### src/rtl/pid_position_and_incremental_macros.svh
// ----------------------------------------------------------------------------
// PID controller assertion macros
// Shared property forms for the checks at the end of the controller module.
// ----------------------------------------------------------------------------
`ifndef PID_POSITION_AND_INCREMENTAL_MACROS_SVH
`define PID_POSITION_AND_INCREMENTAL_MACROS_SVH

// Same-cycle implication, clocked on clk and quiet during reset.
`define PIDPI_ASSERT_IMP(lbl, ante, cons, msg) \
  lbl: assert property (@(posedge clk) disable iff (!rst_n) (ante) |-> (cons)) \
    else $error(msg);

// Next-cycle implication, clocked on clk and quiet during reset.
`define PIDPI_ASSERT_NXT(lbl, ante, cons, msg) \
  lbl: assert property (@(posedge clk) disable iff (!rst_n) (ante) |=> (cons)) \
    else $error(msg);

`endif

### src/rtl/pidpi_pkg.sv
// ----------------------------------------------------------------------------
// PID controller package
// Types, codes and saturation helpers shared by the controller and its unit.
// ----------------------------------------------------------------------------
package pidpi_pkg;

  localparam int DW = 32;
  localparam int FB = 16;

  localparam logic signed [26:0] GAIN_LIM = 27'sd65536000;
  localparam logic [19:0]        DT_MAX   = 20'd655360;

  localparam logic [1:0] CMD_POS = 2'd0;
  localparam logic [1:0] CMD_INC = 2'd1;
  localparam logic [1:0] CMD_CLR = 2'd2;
  localparam logic [1:0] CMD_NOP = 2'd3;

  localparam logic [2:0] REG_GAIN_P  = 3'd0;
  localparam logic [2:0] REG_GAIN_I  = 3'd1;
  localparam logic [2:0] REG_GAIN_D  = 3'd2;
  localparam logic [2:0] REG_UPPER   = 3'd3;
  localparam logic [2:0] REG_LOWER   = 3'd4;
  localparam logic [2:0] REG_ILIMIT  = 3'd5;
  localparam logic [2:0] REG_DBAND   = 3'd6;
  localparam logic [2:0] REG_SMOOTH  = 3'd7;

  typedef enum logic {OP_MUL, OP_DIV} op_t;

  typedef enum logic [4:0] {
    ST_IDLE, ST_FILT_A, ST_FILT_B,
    ST_POS_P, ST_POS_INT, ST_POS_IT, ST_POS_DM, ST_POS_DD, ST_POS_LIM, ST_POS_BC,
    ST_INC_DP, ST_INC_DI1, ST_INC_DI2, ST_INC_DDM, ST_INC_DDD, ST_INC_LIM,
    ST_FIN
  } state_t;

  function automatic logic signed [31:0] sat_w(input logic signed [35:0] x);
    logic signed [31:0] r;
    if (x > 36'sd2147483647) r = 32'sh7FFFFFFF;
    else if (x < -36'sd2147483648) r = 32'sh80000000;
    else r = x[31:0];
    return r;
  endfunction

  function automatic logic signed [26:0] clamp_gain(input logic [26:0] g);
    logic signed [26:0] r;
    r = $signed(g);
    if (r > GAIN_LIM) r = GAIN_LIM;
    else if (r < -GAIN_LIM) r = -GAIN_LIM;
    return r;
  endfunction

  function automatic logic uses_unit(input state_t s);
    logic r;
    case (s)
      ST_IDLE, ST_POS_LIM, ST_INC_LIM, ST_FIN: r = 1'b0;
      default: r = 1'b1;
    endcase
    return r;
  endfunction

endpackage

### src/rtl/pidpi_muldiv.sv
// ----------------------------------------------------------------------------
// PID shared multiply and divide unit
// Bit-serial sign-magnitude unit: a*b rounded at 16 fractional bits, or
// (a<<16)/b truncated, both saturated to the signed 32-bit range.
// ----------------------------------------------------------------------------
module pidpi_muldiv (
  input  logic               clk,
  input  logic               rst_n,
  input  logic               start,
  input  pidpi_pkg::op_t     op,
  input  logic signed [35:0] opa,
  input  logic signed [31:0] opb,
  output logic               busy,
  output logic               done,
  output logic signed [31:0] res
);

  logic           busy_r;
  logic           done_r;
  pidpi_pkg::op_t op_r;
  logic           neg_r;
  logic [5:0]     cnt_r;
  logic [67:0]    mcand_r;
  logic [67:0]    prod_r;
  logic [47:0]    num_r;
  logic [31:0]    rem_r;
  logic [31:0]    den_r;

  logic [35:0] mag_a;
  logic [31:0] mag_b;
  logic [32:0] trial;
  logic [67:0] rnd;
  logic [51:0] m;
  logic [31:0] mlow;

  assign mag_a = opa[35] ? 36'(-opa) : 36'(opa);
  assign mag_b = opb[31] ? 32'(-opb) : 32'(opb);
  assign trial = {rem_r, num_r[47]} - {1'b0, den_r};

  always_ff @(posedge clk) begin
    if (!rst_n) begin
      busy_r <= 1'b0;
      done_r <= 1'b0;
      cnt_r  <= '0;
    end else begin
      done_r <= 1'b0;
      if (start) begin
        busy_r <= 1'b1;
        cnt_r  <= (op == pidpi_pkg::OP_MUL) ? 6'd31 : 6'd47;
      end else if (busy_r) begin
        cnt_r <= cnt_r - 6'd1;
        if (cnt_r == 6'd0) begin
          busy_r <= 1'b0;
          done_r <= 1'b1;
        end
      end
    end
  end

  always_ff @(posedge clk) begin
    if (start) begin
      op_r    <= op;
      neg_r   <= opa[35] ^ opb[31];
      mcand_r <= 68'(mag_a);
      prod_r  <= '0;
      num_r   <= (op == pidpi_pkg::OP_MUL) ? 48'(mag_b) : {mag_a[31:0], 16'b0};
      rem_r   <= '0;
      den_r   <= mag_b;
    end else if (busy_r) begin
      if (op_r == pidpi_pkg::OP_MUL) begin
        if (num_r[0]) prod_r <= prod_r + mcand_r;
        mcand_r <= {mcand_r[66:0], 1'b0};
        num_r   <= {1'b0, num_r[47:1]};
      end else if (!trial[32]) begin
        rem_r <= trial[31:0];
        num_r <= {num_r[46:0], 1'b1};
      end else begin
        rem_r <= {rem_r[30:0], num_r[47]};
        num_r <= {num_r[46:0], 1'b0};
      end
    end
  end

  assign rnd  = prod_r + 68'd32768;
  assign m    = (op_r == pidpi_pkg::OP_MUL) ? rnd[67:16] : {4'b0, num_r};
  assign mlow = m[31:0];

  always_comb begin
    if (op_r == pidpi_pkg::OP_DIV && den_r == 32'd0) res = '0;
    else if (m > 52'h7FFFFFFF) res = neg_r ? 32'sh80000000 : 32'sh7FFFFFFF;
    else res = neg_r ? $signed(~mlow + 32'd1) : $signed(mlow);
  end

  assign busy = busy_r;
  assign done = done_r;

endmodule

### src/rtl/pid_position_and_incremental.sv
// ----------------------------------------------------------------------------
// PID controller, positional and incremental
// Q16.16 PID step with dead band, error filter, integral clamp and
// back-calculation anti-windup, on one bit-serial multiply/divide unit.
// ----------------------------------------------------------------------------
// Clear, unused-command and zero-period items give their result in the cycle
// after acceptance. Other items pass through the shared unit, one operation
// at a time: a positional step runs six multiplies and one or two divides,
// an incremental step six multiplies and one divide. in_tready is low while
// an item is in work.
module pid_position_and_incremental (
  input  logic        clk,
  input  logic        rst_n,
  input  logic        in_tvalid,
  output logic        in_tready,
  input  logic [87:0] in_tdata,   // target[31:0], measured[63:32], period[83:64]
  input  logic [1:0]  in_tuser,   // command[1:0]
  output logic        out_tvalid,
  input  logic        out_tready,
  output logic [31:0] out_tdata,  // drive[31:0]
  output logic [1:0]  out_tuser,  // saturated[0], held[1]
  input  logic        cfg_psel,
  input  logic        cfg_penable,
  input  logic        cfg_pwrite,
  input  logic [4:0]  cfg_paddr,
  input  logic [31:0] cfg_pwdata,
  output logic [31:0] cfg_prdata,
  output logic        cfg_pready
);

  `include "pid_position_and_incremental_macros.svh"

  logic [26:0] gp_r, gi_r, gd_r;
  logic [31:0] up_r, lo_r;
  logic [30:0] ilim_r, db_r;
  logic [15:0] alpha_r;

  logic signed [31:0] isum_r, le_r, ebl_r, ld_r, se_r;
  logic signed [31:0] err_r, f_r, p_r, it_r, t_r, d_r, drv_r;
  logic [19:0]        dt_r;
  logic [1:0]         cmd_r;
  logic               large_r, sat_r;

  logic               out_valid_r, out_sat_r, out_held_r;
  logic signed [31:0] out_drive_r;

  pidpi_pkg::state_t state_r, state_nxt;
  logic              issue_r, issue_nxt;

  logic               u_start, u_busy, u_done;
  pidpi_pkg::op_t     u_op;
  logic signed [35:0] u_a;
  logic signed [31:0] u_b, u_res;

  logic               cfg_wr, acc;
  logic signed [31:0] tgt, meas, e_sat, err_db;
  logic [19:0]        period, dt_cl;
  logic signed [35:0] diff;
  logic signed [32:0] e33;
  logic [32:0]        abs_e, abs_db;
  logic signed [26:0] gp_c, gi_c, gd_c, ig;
  logic signed [26:0] ig_used;
  logic signed [27:0] gi_t;
  logic signed [31:0] hi, lo, u_pos, u_inc, u_sel, lim, bc_a, ilim_s, f_new, s_int;
  logic               lim_sat;

  assign cfg_pready = 1'b1;
  assign cfg_wr     = cfg_psel && cfg_penable && cfg_pwrite && cfg_pready;

  always_ff @(posedge clk) begin
    if (!rst_n) begin
      gp_r    <= '0;
      gi_r    <= '0;
      gd_r    <= '0;
      up_r    <= 32'd65536000;
      lo_r    <= 32'(-32'sd65536000);
      ilim_r  <= 31'd65536000;
      db_r    <= '0;
      alpha_r <= '0;
    end else if (cfg_wr) begin
      case (cfg_paddr[4:2])
        pidpi_pkg::REG_GAIN_P: gp_r    <= cfg_pwdata[26:0];
        pidpi_pkg::REG_GAIN_I: gi_r    <= cfg_pwdata[26:0];
        pidpi_pkg::REG_GAIN_D: gd_r    <= cfg_pwdata[26:0];
        pidpi_pkg::REG_UPPER:  up_r    <= cfg_pwdata;
        pidpi_pkg::REG_LOWER:  lo_r    <= cfg_pwdata;
        pidpi_pkg::REG_ILIMIT: ilim_r  <= cfg_pwdata[30:0];
        pidpi_pkg::REG_DBAND:  db_r    <= cfg_pwdata[30:0];
        pidpi_pkg::REG_SMOOTH: alpha_r <= cfg_pwdata[15:0];
        default: ;
      endcase
    end
  end

  always_comb begin
    case (cfg_paddr[4:2])
      pidpi_pkg::REG_GAIN_P: cfg_prdata = 32'(gp_r);
      pidpi_pkg::REG_GAIN_I: cfg_prdata = 32'(gi_r);
      pidpi_pkg::REG_GAIN_D: cfg_prdata = 32'(gd_r);
      pidpi_pkg::REG_UPPER:  cfg_prdata = up_r;
      pidpi_pkg::REG_LOWER:  cfg_prdata = lo_r;
      pidpi_pkg::REG_ILIMIT: cfg_prdata = 32'(ilim_r);
      pidpi_pkg::REG_DBAND:  cfg_prdata = 32'(db_r);
      pidpi_pkg::REG_SMOOTH: cfg_prdata = 32'(alpha_r);
      default:               cfg_prdata = '0;
    endcase
  end

  // Front end of an item: error, dead band, large-error flag, period clamp.
  assign tgt    = $signed(in_tdata[31:0]);
  assign meas   = $signed(in_tdata[63:32]);
  assign period = in_tdata[83:64];
  assign diff   = 36'(tgt) - 36'(meas);
  assign e_sat  = pidpi_pkg::sat_w(diff);
  assign e33    = 33'(e_sat);
  assign abs_e  = e33[32] ? 33'(-e33) : 33'(e33);
  assign err_db = (abs_e < {2'b0, db_r}) ? 32'sd0 : e_sat;
  assign abs_db = (abs_e < {2'b0, db_r}) ? 33'd0 : abs_e;
  assign dt_cl  = (period > pidpi_pkg::DT_MAX) ? pidpi_pkg::DT_MAX : period;

  assign gp_c = pidpi_pkg::clamp_gain(gp_r);
  assign gi_c = pidpi_pkg::clamp_gain(gi_r);
  assign gd_c = pidpi_pkg::clamp_gain(gd_r);
  assign gi_t = 28'(gi_c) + 28'($signed({27'b0, gi_c[26]}));
  assign ig   = gi_t[27:1];

  assign hi     = ($signed(up_r) > $signed(lo_r)) ? $signed(up_r) : $signed(lo_r);
  assign lo     = ($signed(up_r) > $signed(lo_r)) ? $signed(lo_r) : $signed(up_r);
  assign u_pos  = pidpi_pkg::sat_w(36'(p_r) + 36'(it_r) + 36'(d_r));
  assign u_inc  = pidpi_pkg::sat_w(36'(ld_r) + 36'(u_pos));
  assign u_sel  = (state_r == pidpi_pkg::ST_POS_LIM) ? u_pos : u_inc;
  assign lim    = (u_sel > hi) ? hi : ((u_sel < lo) ? lo : u_sel);
  assign lim_sat = (u_sel > hi) || (u_sel < lo);
  assign bc_a   = pidpi_pkg::sat_w(36'(drv_r) - 36'(p_r) - 36'(d_r));

  assign ilim_s = $signed({1'b0, ilim_r});
  assign f_new  = pidpi_pkg::sat_w(36'(t_r) + 36'(u_res));
  assign s_int  = pidpi_pkg::sat_w(36'(isum_r) + 36'(u_res));

  assign in_tready = (state_r == pidpi_pkg::ST_IDLE) && (!out_valid_r || out_tready);
  assign acc       = in_tvalid && in_tready;

  always_comb begin
    state_nxt = state_r;
    case (state_r)
      pidpi_pkg::ST_IDLE: begin
        if (acc && in_tuser inside {pidpi_pkg::CMD_POS, pidpi_pkg::CMD_INC} &&
            period != 20'd0) begin
          state_nxt = pidpi_pkg::ST_FILT_A;
        end
      end
      pidpi_pkg::ST_FILT_A:  if (u_done) state_nxt = pidpi_pkg::ST_FILT_B;
      pidpi_pkg::ST_FILT_B: begin
        if (u_done) begin
          state_nxt = (cmd_r == pidpi_pkg::CMD_POS) ? pidpi_pkg::ST_POS_P
                                                   : pidpi_pkg::ST_INC_DP;
        end
      end
      pidpi_pkg::ST_POS_P:   if (u_done) state_nxt = pidpi_pkg::ST_POS_INT;
      pidpi_pkg::ST_POS_INT: if (u_done) state_nxt = pidpi_pkg::ST_POS_IT;
      pidpi_pkg::ST_POS_IT:  if (u_done) state_nxt = pidpi_pkg::ST_POS_DM;
      pidpi_pkg::ST_POS_DM:  if (u_done) state_nxt = pidpi_pkg::ST_POS_DD;
      pidpi_pkg::ST_POS_DD:  if (u_done) state_nxt = pidpi_pkg::ST_POS_LIM;
      pidpi_pkg::ST_POS_LIM: begin
        state_nxt = (lim_sat && gi_c != 27'sd0) ? pidpi_pkg::ST_POS_BC
                                                : pidpi_pkg::ST_FIN;
      end
      pidpi_pkg::ST_POS_BC:  if (u_done) state_nxt = pidpi_pkg::ST_FIN;
      pidpi_pkg::ST_INC_DP:  if (u_done) state_nxt = pidpi_pkg::ST_INC_DI1;
      pidpi_pkg::ST_INC_DI1: if (u_done) state_nxt = pidpi_pkg::ST_INC_DI2;
      pidpi_pkg::ST_INC_DI2: if (u_done) state_nxt = pidpi_pkg::ST_INC_DDM;
      pidpi_pkg::ST_INC_DDM: if (u_done) state_nxt = pidpi_pkg::ST_INC_DDD;
      pidpi_pkg::ST_INC_DDD: if (u_done) state_nxt = pidpi_pkg::ST_INC_LIM;
      pidpi_pkg::ST_INC_LIM: state_nxt = pidpi_pkg::ST_FIN;
      pidpi_pkg::ST_FIN:     if (!out_valid_r || out_tready) state_nxt = pidpi_pkg::ST_IDLE;
      default:               state_nxt = pidpi_pkg::ST_IDLE;
    endcase
  end

  assign issue_nxt = pidpi_pkg::uses_unit(state_nxt) && (state_nxt != state_r);
  assign u_start   = issue_r;

  always_comb begin
    u_op = pidpi_pkg::OP_MUL;
    u_a  = '0;
    u_b  = '0;
    case (state_r)
      pidpi_pkg::ST_FILT_A: begin
        u_a = 36'($signed({1'b0, alpha_r}));
        u_b = se_r;
      end
      pidpi_pkg::ST_FILT_B: begin
        u_a = 36'(18'h10000 - {2'b0, alpha_r});
        u_b = err_r;
      end
      pidpi_pkg::ST_POS_P: begin
        u_a = 36'(gp_c);
        u_b = f_r;
      end
      pidpi_pkg::ST_POS_INT: begin
        u_a = 36'(f_r);
        u_b = $signed({12'b0, dt_r});
      end
      pidpi_pkg::ST_POS_IT: begin
        u_a = 36'(ig_used);
        u_b = isum_r;
      end
      pidpi_pkg::ST_POS_DM, pidpi_pkg::ST_INC_DP: begin
        u_a = 36'(f_r) - 36'(le_r);
        u_b = (state_r == pidpi_pkg::ST_POS_DM) ? 32'(gd_c) : 32'(gp_c);
      end
      pidpi_pkg::ST_POS_DD, pidpi_pkg::ST_INC_DDD: begin
        u_op = pidpi_pkg::OP_DIV;
        u_a  = 36'(t_r);
        u_b  = $signed({12'b0, dt_r});
      end
      pidpi_pkg::ST_POS_BC: begin
        u_op = pidpi_pkg::OP_DIV;
        u_a  = 36'(bc_a);
        u_b  = 32'(gi_c);
      end
      pidpi_pkg::ST_INC_DI1: begin
        u_a = 36'(gi_c);
        u_b = f_r;
      end
      pidpi_pkg::ST_INC_DI2: begin
        u_a = 36'(t_r);
        u_b = $signed({12'b0, dt_r});
      end
      pidpi_pkg::ST_INC_DDM: begin
        u_a = 36'(f_r) - (36'(le_r) <<< 1) + 36'(ebl_r);
        u_b = 32'(gd_c);
      end
      default: ;
    endcase
  end

  pidpi_muldiv u_muldiv (
    .clk   (clk),
    .rst_n (rst_n),
    .start (u_start),
    .op    (u_op),
    .opa   (u_a),
    .opb   (u_b),
    .busy  (u_busy),
    .done  (u_done),
    .res   (u_res)
  );

  always_ff @(posedge clk) begin
    if (!rst_n) begin
      state_r     <= pidpi_pkg::ST_IDLE;
      issue_r     <= 1'b0;
      out_valid_r <= 1'b0;
      isum_r      <= '0;
      le_r        <= '0;
      ebl_r       <= '0;
      ld_r        <= '0;
      se_r        <= '0;
    end else begin
      state_r <= state_nxt;
      issue_r <= issue_nxt;

      if (acc && (in_tuser inside {pidpi_pkg::CMD_CLR, pidpi_pkg::CMD_NOP} ||
                  period == 20'd0)) begin
        out_valid_r <= 1'b1;
      end else if (state_r == pidpi_pkg::ST_FIN && (!out_valid_r || out_tready)) begin
        out_valid_r <= 1'b1;
      end else if (out_valid_r && out_tready) begin
        out_valid_r <= 1'b0;
      end

      if (acc && in_tuser == pidpi_pkg::CMD_CLR) begin
        isum_r <= '0;
        le_r   <= '0;
        ebl_r  <= '0;
        ld_r   <= '0;
        se_r   <= '0;
      end

      if (u_done) begin
        case (state_r)
          pidpi_pkg::ST_FILT_B: se_r <= f_new;
          pidpi_pkg::ST_POS_INT: begin
            if (s_int > ilim_s) isum_r <= ilim_s;
            else if (s_int < -ilim_s) isum_r <= -ilim_s;
            else isum_r <= s_int;
          end
          pidpi_pkg::ST_POS_BC: isum_r <= u_res;
          default: ;
        endcase
      end

      if (state_r == pidpi_pkg::ST_POS_LIM) begin
        le_r <= f_r;
        ld_r <= lim;
      end
      if (state_r == pidpi_pkg::ST_INC_LIM) begin
        ebl_r <= le_r;
        le_r  <= f_r;
        ld_r  <= lim;
      end
    end
  end

  always_ff @(posedge clk) begin
    if (acc) begin
      cmd_r   <= in_tuser;
      err_r   <= err_db;
      dt_r    <= dt_cl;
      large_r <= {abs_db[31:0], 1'b0} > {3'b0, ilim_r} || abs_db[32];
      out_sat_r <= 1'b0;
      out_held_r <= (in_tuser != pidpi_pkg::CMD_CLR) && (in_tuser != pidpi_pkg::CMD_NOP) &&
                    (period == 20'd0);
      out_drive_r <= (in_tuser == pidpi_pkg::CMD_CLR) ? 32'sd0 : ld_r;
    end
    if (u_done) begin
      case (state_r)
        pidpi_pkg::ST_FILT_A:  t_r  <= u_res;
        pidpi_pkg::ST_FILT_B:  f_r  <= f_new;
        pidpi_pkg::ST_POS_P:   p_r  <= u_res;
        pidpi_pkg::ST_INC_DP:  p_r  <= u_res;
        pidpi_pkg::ST_POS_IT:  it_r <= u_res;
        pidpi_pkg::ST_INC_DI2: it_r <= u_res;
        pidpi_pkg::ST_POS_DM:  t_r  <= u_res;
        pidpi_pkg::ST_INC_DI1: t_r  <= u_res;
        pidpi_pkg::ST_INC_DDM: t_r  <= u_res;
        pidpi_pkg::ST_POS_DD:  d_r  <= u_res;
        pidpi_pkg::ST_INC_DDD: d_r  <= u_res;
        default: ;
      endcase
    end
    if (state_r == pidpi_pkg::ST_POS_LIM || state_r == pidpi_pkg::ST_INC_LIM) begin
      drv_r <= lim;
      sat_r <= lim_sat;
    end
    if (state_r == pidpi_pkg::ST_FIN && (!out_valid_r || out_tready)) begin
      out_drive_r <= drv_r;
      out_sat_r   <= sat_r;
      out_held_r  <= 1'b0;
    end
  end

  assign out_tvalid = out_valid_r;
  assign out_tdata  = out_drive_r;
  assign out_tuser  = {out_held_r, out_sat_r};

  // The ig term uses the halved gain only when the error is large.
  assign ig_used = large_r ? ig : gi_c;

  `PIDPI_ASSERT_IMP(a_start_free, u_start, !u_busy, "shared unit started while busy")
  `PIDPI_ASSERT_IMP(a_done_owned, u_done, pidpi_pkg::uses_unit(state_r), "unit result with no owner")
  `PIDPI_ASSERT_NXT(a_accept_moves, acc, (state_r != pidpi_pkg::ST_IDLE) || out_valid_r, "item lost")

endmodule
### config.mk
export PLATFORM = sky130hd
export DESIGN_NAME = pid_position_and_incremental
export DESIGN_NICKNAME = d
export VERILOG_FILES = /design/src/rtl/pidpi_pkg.sv /design/src/rtl/pidpi_muldiv.sv /design/src/rtl/pid_position_and_incremental.sv
export VERILOG_INCLUDE_DIRS = /design/src /design/src/rtl
export SDC_FILE = /design/constraint.sdc
export NUM_CORES = 2
export LEC_CHECK = 0
export BUFFER_PORTS_ARGS = -buffer_cell sky130_fd_sc_hd__buf_2
export CAP_MARGIN = 20
export CORE_ASPECT_RATIO = 1.4
export CORE_MARGIN = 3
export CORE_UTILIZATION = 60
export DETAILED_ROUTE_END_ITERATION = 12
export PLACE_DENSITY = 0.76
export SYNTH_ARGS = -nofsm -noshare
export SYNTH_HDL_FRONTEND = slang
export SYNTH_SLANG_ARGS = --single-unit
export TNS_END_PERCENT = 10
### constraint.sdc
create_clock -name clk -period 15.1 [get_ports clk]
set_clock_uncertainty 0.05 [all_clocks]
set_input_delay 0 -clock clk [delete_from_list [all_inputs] [get_ports clk]]
set_output_delay 0 -clock clk [all_outputs]
set_load 0.03 [all_outputs]
---- Word level (Yosys, flattened, before mapping) ----
Index checks and enable logic that the tools add are counted.
storage, ports and cells
  bits in registers ....................... 930
  output and inout port bits .............. 69
  word-level logic and storage cells ...... 289
cells by class
  mux-type cells .......................... 95
  bitwise gates (word level) .............. 5
  reduce and logical (&&, ||, !) cells .... 66
  add/subtract/negate cells ............... 22
  order comparisons ....................... 27
  equality and inequality tests ........... 33
operator list
  cell                                                             count
  2-to-1 mux 32 bit                                                40
  case mux 32 bit (8 select lines)                                 2
  case mux 36 bit (10 select lines)                                1
  2-to-1 mux 48 bit                                                4
  2-to-1 mux 27 bit                                                7
  2-to-1 mux 36 bit                                                4
  adder 32 x 32 -> 33 bit                                          4
  greater-than comparator 33 x 32 -> 1 bit, second input constant  4
  < comparator 33 x 32 -> 1 bit, second input constant             4
  subtractor 32 x 32 -> 33 bit                                     3
  greater-than comparator 32 bit                                   3
  case mux 5 bit (17 select lines)                                 1
  greater-than comparator 27 bit, second input constant            3
  < comparator 27 bit, second input constant                       3
  2-to-1 mux 5 bit                                                 16
  adder 68 x 16 -> 68 bit, second input constant                   1
  adder 68 bit                                                     1
  greater-than comparator 34 x 32 -> 1 bit, second input constant  2
  < comparator 34 x 32 -> 1 bit, second input constant             2
  2-to-1 mux 33 bit                                                2
  < comparator 32 bit                                              2
  case mux 32 bit (2 select lines)                                 1
  greater-than comparator 52 x 31 -> 1 bit, second input constant  1
  2-to-1 mux 52 bit                                                1
  other kinds (52)                                                 136

---- Longest topological paths before layout ----
  depth in word-level cells ............... 19
  mapped depth ............................ 52
  gate-level depth less buffers ........... 48

---- By module ----
Synthesis repeated with hierarchy kept, for this count alone.
second synthesis, totals
  cells, all modules ...................... 9,747
  area total of the unflattened synthesis .. 77,451.8 um^2
modules (own cells, without submodules)
  module                        area each (um^2)  instances  cells each
  pid_position_and_incremental  57,111.0          1          7,172
  pidpi_muldiv                  20,340.8          1          2,575

---- Worst setup path after synthesis ----
Ideal clock, no wire load.
  path kind ............................... flip-flop to flip-flop
  from .................................... reg p_r[1]
  to ...................................... reg drv_r[10] (data pin)
  clock period less this slack ............ 10.094 ns
  library setup time ...................... 0.267 ns
  path buffers ............................ 7
  arrival ................................. 9.777 ns
  cell stages (with the launch flop) ...... 48
  data required time ...................... 14.783 ns
  path slack .............................. 5.006 ns
  path through ............................ edfxtp_1 > inv_1 > fa_1 > inv_1 > ha_1 > inv_1 > fa_1 > nor2b_1 > o31ai_1 > a211o_1 > nand3_1 > a21oi_1 > a211oi_1 > o21ai_1 > mux2_2 > o31ai_2 > buf_2 > buf_2 > (+12 left out) > nor2_1 > a21o_1 > ha_1 > nor2b_1 > o21a_1 > o21a_1 > o21a_1 > o21a_1 > o21a_1 > o21ai_0 > a221o_1 > a21o_1 > and3_1 > clkbuf_1 > clkbuf_1 > clkbuf_1 > clkbuf_1 > a21oi_1
between the ends
  longest elaborated chain between the ends .. 13
  elaborated cells between the ends (all ways) .. 16
RTL lines
  item                           line                                 RTL
  from (decl)                    pid_position_and_incremental.sv:39   logic signed [31:0] err_r, f_r, p_r, it_r, t_r, d_r, drv_r;
  from (signal assigned)         pid_position_and_incremental.sv:321  pidpi_pkg::ST_POS_P: p_r <= u_res;
  from (signal assigned)         pid_position_and_incremental.sv:322  pidpi_pkg::ST_INC_DP: p_r <= u_res;
  adder 32 x 32 -> 33 bit *      pid_position_and_incremental.sv:129  assign u_pos = pidpi_pkg::sat_w(36'(p_r) + 36'(it_r) + 36'(d_r));
  adder 33 x 32 -> 34 bit *      pid_position_and_incremental.sv:129
  < comparator 34 x 32 -> 1 bit  pidpi_pkg.sv:39                      else if (x < -36'sd2147483648) r = 32'sh80000000;
  2-to-1 mux 32 bit              pidpi_pkg.sv:39
  2-to-1 mux 32 bit *            pidpi_pkg.sv:38                      if (x > 36'sd2147483647) r = 32'sh7FFFFFFF;
  adder 32 x 32 -> 33 bit        pid_position_and_incremental.sv:130  assign u_inc = pidpi_pkg::sat_w(36'(ld_r) + 36'(u_pos));
  < comparator 33 x 32 -> 1 bit  pidpi_pkg.sv:39
  2-to-1 mux 32 bit              pidpi_pkg.sv:39
  2-to-1 mux 32 bit              pidpi_pkg.sv:38
  2-to-1 mux 32 bit *            pid_position_and_incremental.sv:131  assign u_sel = (state_r == pidpi_pkg::ST_POS_LIM) ? u_pos : u_inc;
  < comparator 32 bit            pid_position_and_incremental.sv:132  assign lim = (u_sel > hi) ? hi : ((u_sel < lo) ? lo : u_sel);
  2-to-1 mux 32 bit              pid_position_and_incremental.sv:132
  2-to-1 mux 32 bit *            pid_position_and_incremental.sv:132
  net lim[10]                    pid_position_and_incremental.sv:64   logic signed [31:0] hi, lo, u_pos, u_inc, u_sel, lim, bc_a, ilim_s, f_new, s_int;
  to (signal assigned)           pid_position_and_incremental.sv:334  drv_r <= lim;
  to (decl)                      pid_position_and_incremental.sv:39
Mark *: on every way through the listed nets, which the timed path passes. The rest lies on a longest branch.
A chain may end at the register's enable or synchronous reset.

---- Worst setup path after layout ----
  from .................................... reg u_muldiv.prod_r[26]
  to ...................................... reg isum_r[2]
between the ends
  longest elaborated chain between the ends .. 16
  elaborated cells between the ends (all ways) .. 19
RTL lines
  item                                line                                 RTL
  from (decl)                         pidpi_muldiv.sv:24                   logic [67:0] prod_r;
  from (signal assigned)              pidpi_muldiv.sv:71                   if (num_r[0]) prod_r <= prod_r + mcand_r;
  adder 68 x 16 -> 68 bit *           pidpi_muldiv.sv:84                   assign rnd = prod_r + 68'd32768;
  2-to-1 mux 52 bit *                 pidpi_muldiv.sv:85                   assign m = (op_r == pidpi_pkg::OP_MUL) ? rnd[67:16] : {4'b0, num_r};
  inverter 32 bit                     pidpi_muldiv.sv:91                   else res = neg_r ? $signed(~mlow + 32'd1) : $signed(mlow);
  adder 32 x 1 -> 32 bit              pidpi_muldiv.sv:91
  2-to-1 mux 32 bit                   pidpi_muldiv.sv:91
  2-to-1 mux 32 bit *                 pidpi_muldiv.sv:90                   else if (m > 52'h7FFFFFFF) res = neg_r ? 32'sh80000000 : 32'sh7FFFFFFF;
  2-to-1 mux 32 bit *                 pidpi_muldiv.sv:89                   if (op_r == pidpi_pkg::OP_DIV && den_r == 32'd0) res = '0;
  net u_muldiv.res[11]                pidpi_muldiv.sv:15                   output logic signed [31:0] res
  adder 32 x 32 -> 33 bit *           pid_position_and_incremental.sv:138  assign s_int = pidpi_pkg::sat_w(36'(isum_r) + 36'(u_res));
  < comparator 33 x 32 -> 1 bit       pidpi_pkg.sv:39
  2-to-1 mux 32 bit                   pidpi_pkg.sv:39
  2-to-1 mux 32 bit *                 pidpi_pkg.sv:38
  < comparator 32 bit                 pid_position_and_incremental.sv:286  else if (s_int < -ilim_s) isum_r <= -ilim_s;
  2-to-1 mux 32 bit                   pid_position_and_incremental.sv:286
  2-to-1 mux 32 bit *                 pid_position_and_incremental.sv:285  if (s_int > ilim_s) isum_r <= ilim_s;
  case mux 32 bit (2 select lines) *  pid_position_and_incremental.sv:282  case (state_r)
  2-to-1 mux 32 bit *                 pid_position_and_incremental.sv:281  if (u_done) begin
  to (signal assigned)                pid_position_and_incremental.sv:285
  to (signal assigned)                pid_position_and_incremental.sv:286
  to (signal assigned)                pid_position_and_incremental.sv:287  else isum_r <= s_int;
  to (decl)                           pid_position_and_incremental.sv:38   logic signed [31:0] isum_r, le_r, ebl_r, ld_r, se_r;
Marked as above.

==> flow_metrics.py <==
metrics = {
    "place": {
        "hpwl_um": 261800,
        "io_buffers": 195,
        "gp_routability_congestion": 1.160,
        "placed_cells": 10930,
        "place_area_mm2": 0.07888,
    },
    "finish": {
        "final_util_pct": 66.07,
        "fin_area_mm2": 0.08326,
        "multi_input_area_mm2": 0.04973,
        "final_cells": 11240,
        "top_regs": "u_muldiv.mcand_r: 68 flops, u_muldiv.prod_r: 68 flops, u_muldiv.num_r: 48 flops",
        "register_area_mm2": 0.02262,
        "area_growth_pct": 9.174,
        "final_common_cell": "nand2_1",
        "drive_gt1_share_pct": 8.143,
        "nFillCells": 10540,
        "final_cell_mix": "nand2_1 (1307), a21oi_1 (913), ha_1 (592)",
        "fin_nets": 10330,
    },
    "pwr": {
        "pwr-share-comb_pct": 25.1,
        "netSwitchingFraction_pct": 33.69,
        "power_frac_clock_pct": 35.5,
        "pwr_density_cell_mw_per_mm2": 87.77,
        "power_frac_seq_pct": 39.5,
        "p_switching_w": 0.002462,
        "cellLeakagePower_nw": 34.12,
        "irDropWorstVdd_uv": 93.95,
        "p_int_w": 0.004846,
    },
    "floorplan": {
        "initial_utilization_pct": 60.52,
        "core-area_mm2": 0.1260,
        "placementRows": 154,
        "dieArea_mm2": 0.1315,
        "ioPinCount": 203,
        "die_x_um": 307.3,
        "die_h_um": 427.9,
    },
    "global_route": {
        "use_met1_pct": 54.79,
        "grt_pass1_vias": 74950,
        "grt_util_met3_pct": 16.38,
        "grt_pass1_wl_um": 495800,
        "grt_use_total_pct": 50.87,
        "gr-usage-met2_pct": 76.78,
        "overflow": 0,
        "antenna_found_initial": 23,
        "grt_max_degree": 184,
        "top_usage_layer": "met2",
    },
    "job": {
        "cap_violations": 0,
    },
    "sta": {
        "setup_viol": 0,
        "setup-tns-final_ns": 0,
        "fmax_ghz": 0.07510,
        "period_minus_slack_ns": 13.32,
        "finalMaxSlewViolations": 1,
        "period_share_pct": 88.18,
        "final-hold-violation-count": 1,
        "rsz0062_at_grt": "no",
        "slew_headroom_pct": -4.239,
        "worst_slew_pin_slew_ns": 1.564,
        "hold_ws_ns": -0.0002151,
    },
    "clock_network": {
        "cts_tree": "yes",
        "path_clk_slew_ns": 0.06,
        "cts_max_path_buffers": 3,
        "insertion_delay_ns": 0.83,
        "cts_resized": 0,
        "cts_hold_buf": 82,
        "cts_setup_buffers": 0,
        "cts_buffers": 96,
        "cts_sinks": 930,
        "cts_root_buffer": "clkbuf_16",
        "h-tree-depth": 3,
    },
    "detailed_routing": {
        "ant_nets": 0,
        "drt-initial-drc-count": 11360,
        "wl_per_cell_um": 30.61,
        "vias": 78800,
        "remaining_drc_errors": 0,
        "drt-pass1-iter-count": 9,
        "vias_per_cell": 7.012,
        "routed_wl_um": 344000,
    },
    "critical_path": {
        "endpoint_kind": "flop",
        "slowest_delay_ns": 1.01,
        "cp-start-kind": "flop",
        "required_ns": 15.76,
        "cp_common_cell": "nand4_1",
        "cp.arrival_ns": 13.97,
        "slowest_stage": "o21ai_1",
        "crit_type": "reg2reg",
        "critPathMaxFanout": 20,
    },
    "yosys": {
        "synth_edf_count": 399,
        "ys.flop_type": "dfxtp_1",
        "synth_nets": 10260,
        "postSynthAreaPerCell_um2": 8.092,
        "synth.cell_area_mm2": 0.07627,
        "yosysWarningCount": 0,
        "synthArstFlopShare_pct": 0,
        "ys_ff_latch": 930,
        "synth_seq_area_share_pct": 29.65,
        "syn_inst": 9425,
        "ys_types": 119,
    },
    "min_path": {
        "hp-class": "in2reg",
    },
    "run_status": {
        "status": "finished with violations",
        "violations": "hold timing, slew limit",
    },
}
cell type report:
| type | count | share of cell area [%] |
|---|---|---|
| inverter | 572 | 2.588 |
| sequential | 930 | 27.16 |
| tap | 1638 | 2.461 |
| clock inverter | 66 | 0.8881 |
| multi-input combinational | 7417 | 59.73 |
| antenna | 21 | 0.06311 |
| clock buffer | 115 | 3.083 |
| timing repair buffer | 479 | 4.026 |
path summary, 6_finish.rpt:
| kind | start | to | slack (ns) | cells past startpoint |
|---|---|---|---|---|
| min reg2reg | u_muldiv.prod_r[9] | u_muldiv.prod_r[9] | 0.41 | 2 |
| min | in_tdata[36] | err_r[4] | -0.0002 | 7 |
| max | u_muldiv.prod_r[26] | isum_r[2] | 1.78 | 36 |
| max reg2reg | u_muldiv.prod_r[26] | isum_r[2] | 1.78 | 36 |
synthesized netlist by cell type, types with 70 or more instances:
library cell | instances | share of area, %
a211oi_1 | 84 | 0.83
a21o_1 | 256 | 2.5
a21oi_1 | 917 | 6.0
a22oi_1 | 75 | 0.74
a31oi_1 | 94 | 0.77
and2_1 | 94 | 0.77
and3_1 | 89 | 0.73
clkbuf_1 | 418 | 2.1
dfxtp_1 | 531 | 14
edfxtp_1 | 399 | 16
fa_1 | 104 | 2.7
ha_1 | 592 | 9.7
inv_1 | 568 | 2.8
mux2i_1 | 193 | 2.5
nand2_1 | 1308 | 6.4
nand2b_1 | 94 | 0.77
nand3_1 | 309 | 2.0
nand4_1 | 124 | 1.0
nor2_1 | 581 | 2.9
nor2b_1 | 114 | 0.94
nor3_1 | 180 | 1.2
nor4_1 | 70 | 0.57
o21a_1 | 84 | 0.83
o21ai_0 | 511 | 3.4
xnor2_1 | 295 | 3.4
xor2_1 | 144 | 1.7
cell families after synthesis:
kind of cell | count (synthesis) | share of synthesized area, %
AND/OR/NAND/NOR | 3209 | 19.83
other | 1 | 0.004917
XOR/XNOR | 439 | 5.041
multiplexers | 241 | 3.404
buffers and inverters | 1078 | 5.447
flip-flops | 930 | 29.65
AO/OA/AOI/OAI | 2812 | 23.94
adder cells (fa/ha/maj) | 715 | 12.69
stage by stage:
| stage | hold WS, ns | power [W] | setup slack, ns |
|---|---|---|---|
| 3_5_place_dp | 0.1450 | 0.004653 | 2.569 |
| 4_1_cts | 0.001297 | 0.007200 | 2.479 |
| 3_3_place_gp | 0.1425 | 0.004593 | 2.130 |
| 5_1_grt | 0.005556 | 0.007509 | 1.387 |
| 6_report | -0.0002151 | 0.007308 | 1.785 |
| 2_1_floorplan | 0.04887 | 0.004094 | 5.006 |
power by group through the flow:
stage                     logic, W  clock network [W]  registers [W]
after floorplan            0.00123                  0        0.00287
after global placement     0.00167                  0        0.00292
after detailed placement   0.00173                  0        0.00293
after CTS                  0.00176            0.00257        0.00287
after global routing       0.00196            0.00267        0.00288
final                      0.00183            0.00259        0.00288
routing by layer:
layer | vias up | part of all wire (%) | wire, um
met1 | 37060 | 32 | 111200
met2 | 5491 | 43 | 146800
met4 | 14 | 13 | 44860
met3 | 1807 | 12 | 41120
met5 | - | 0.037 | 129
li1 | 34430 | - | -
worst max-delay path: cells and delay by family (launching register included):
| kind | cells | cell delay (ns) |
|---|---|---|
| AOI/OAI and AO/OA | 16 | 4.95 |
| DFF | 1 | 0.48 |
| and+or+nand+nor | 16 | 6.38 |
| adders and majority gates | 2 | 0.88 |
| buffers and inverters | 1 | 0.28 |
| muxes | 1 | 0.15 |
(Power assumes the default switching activity.)
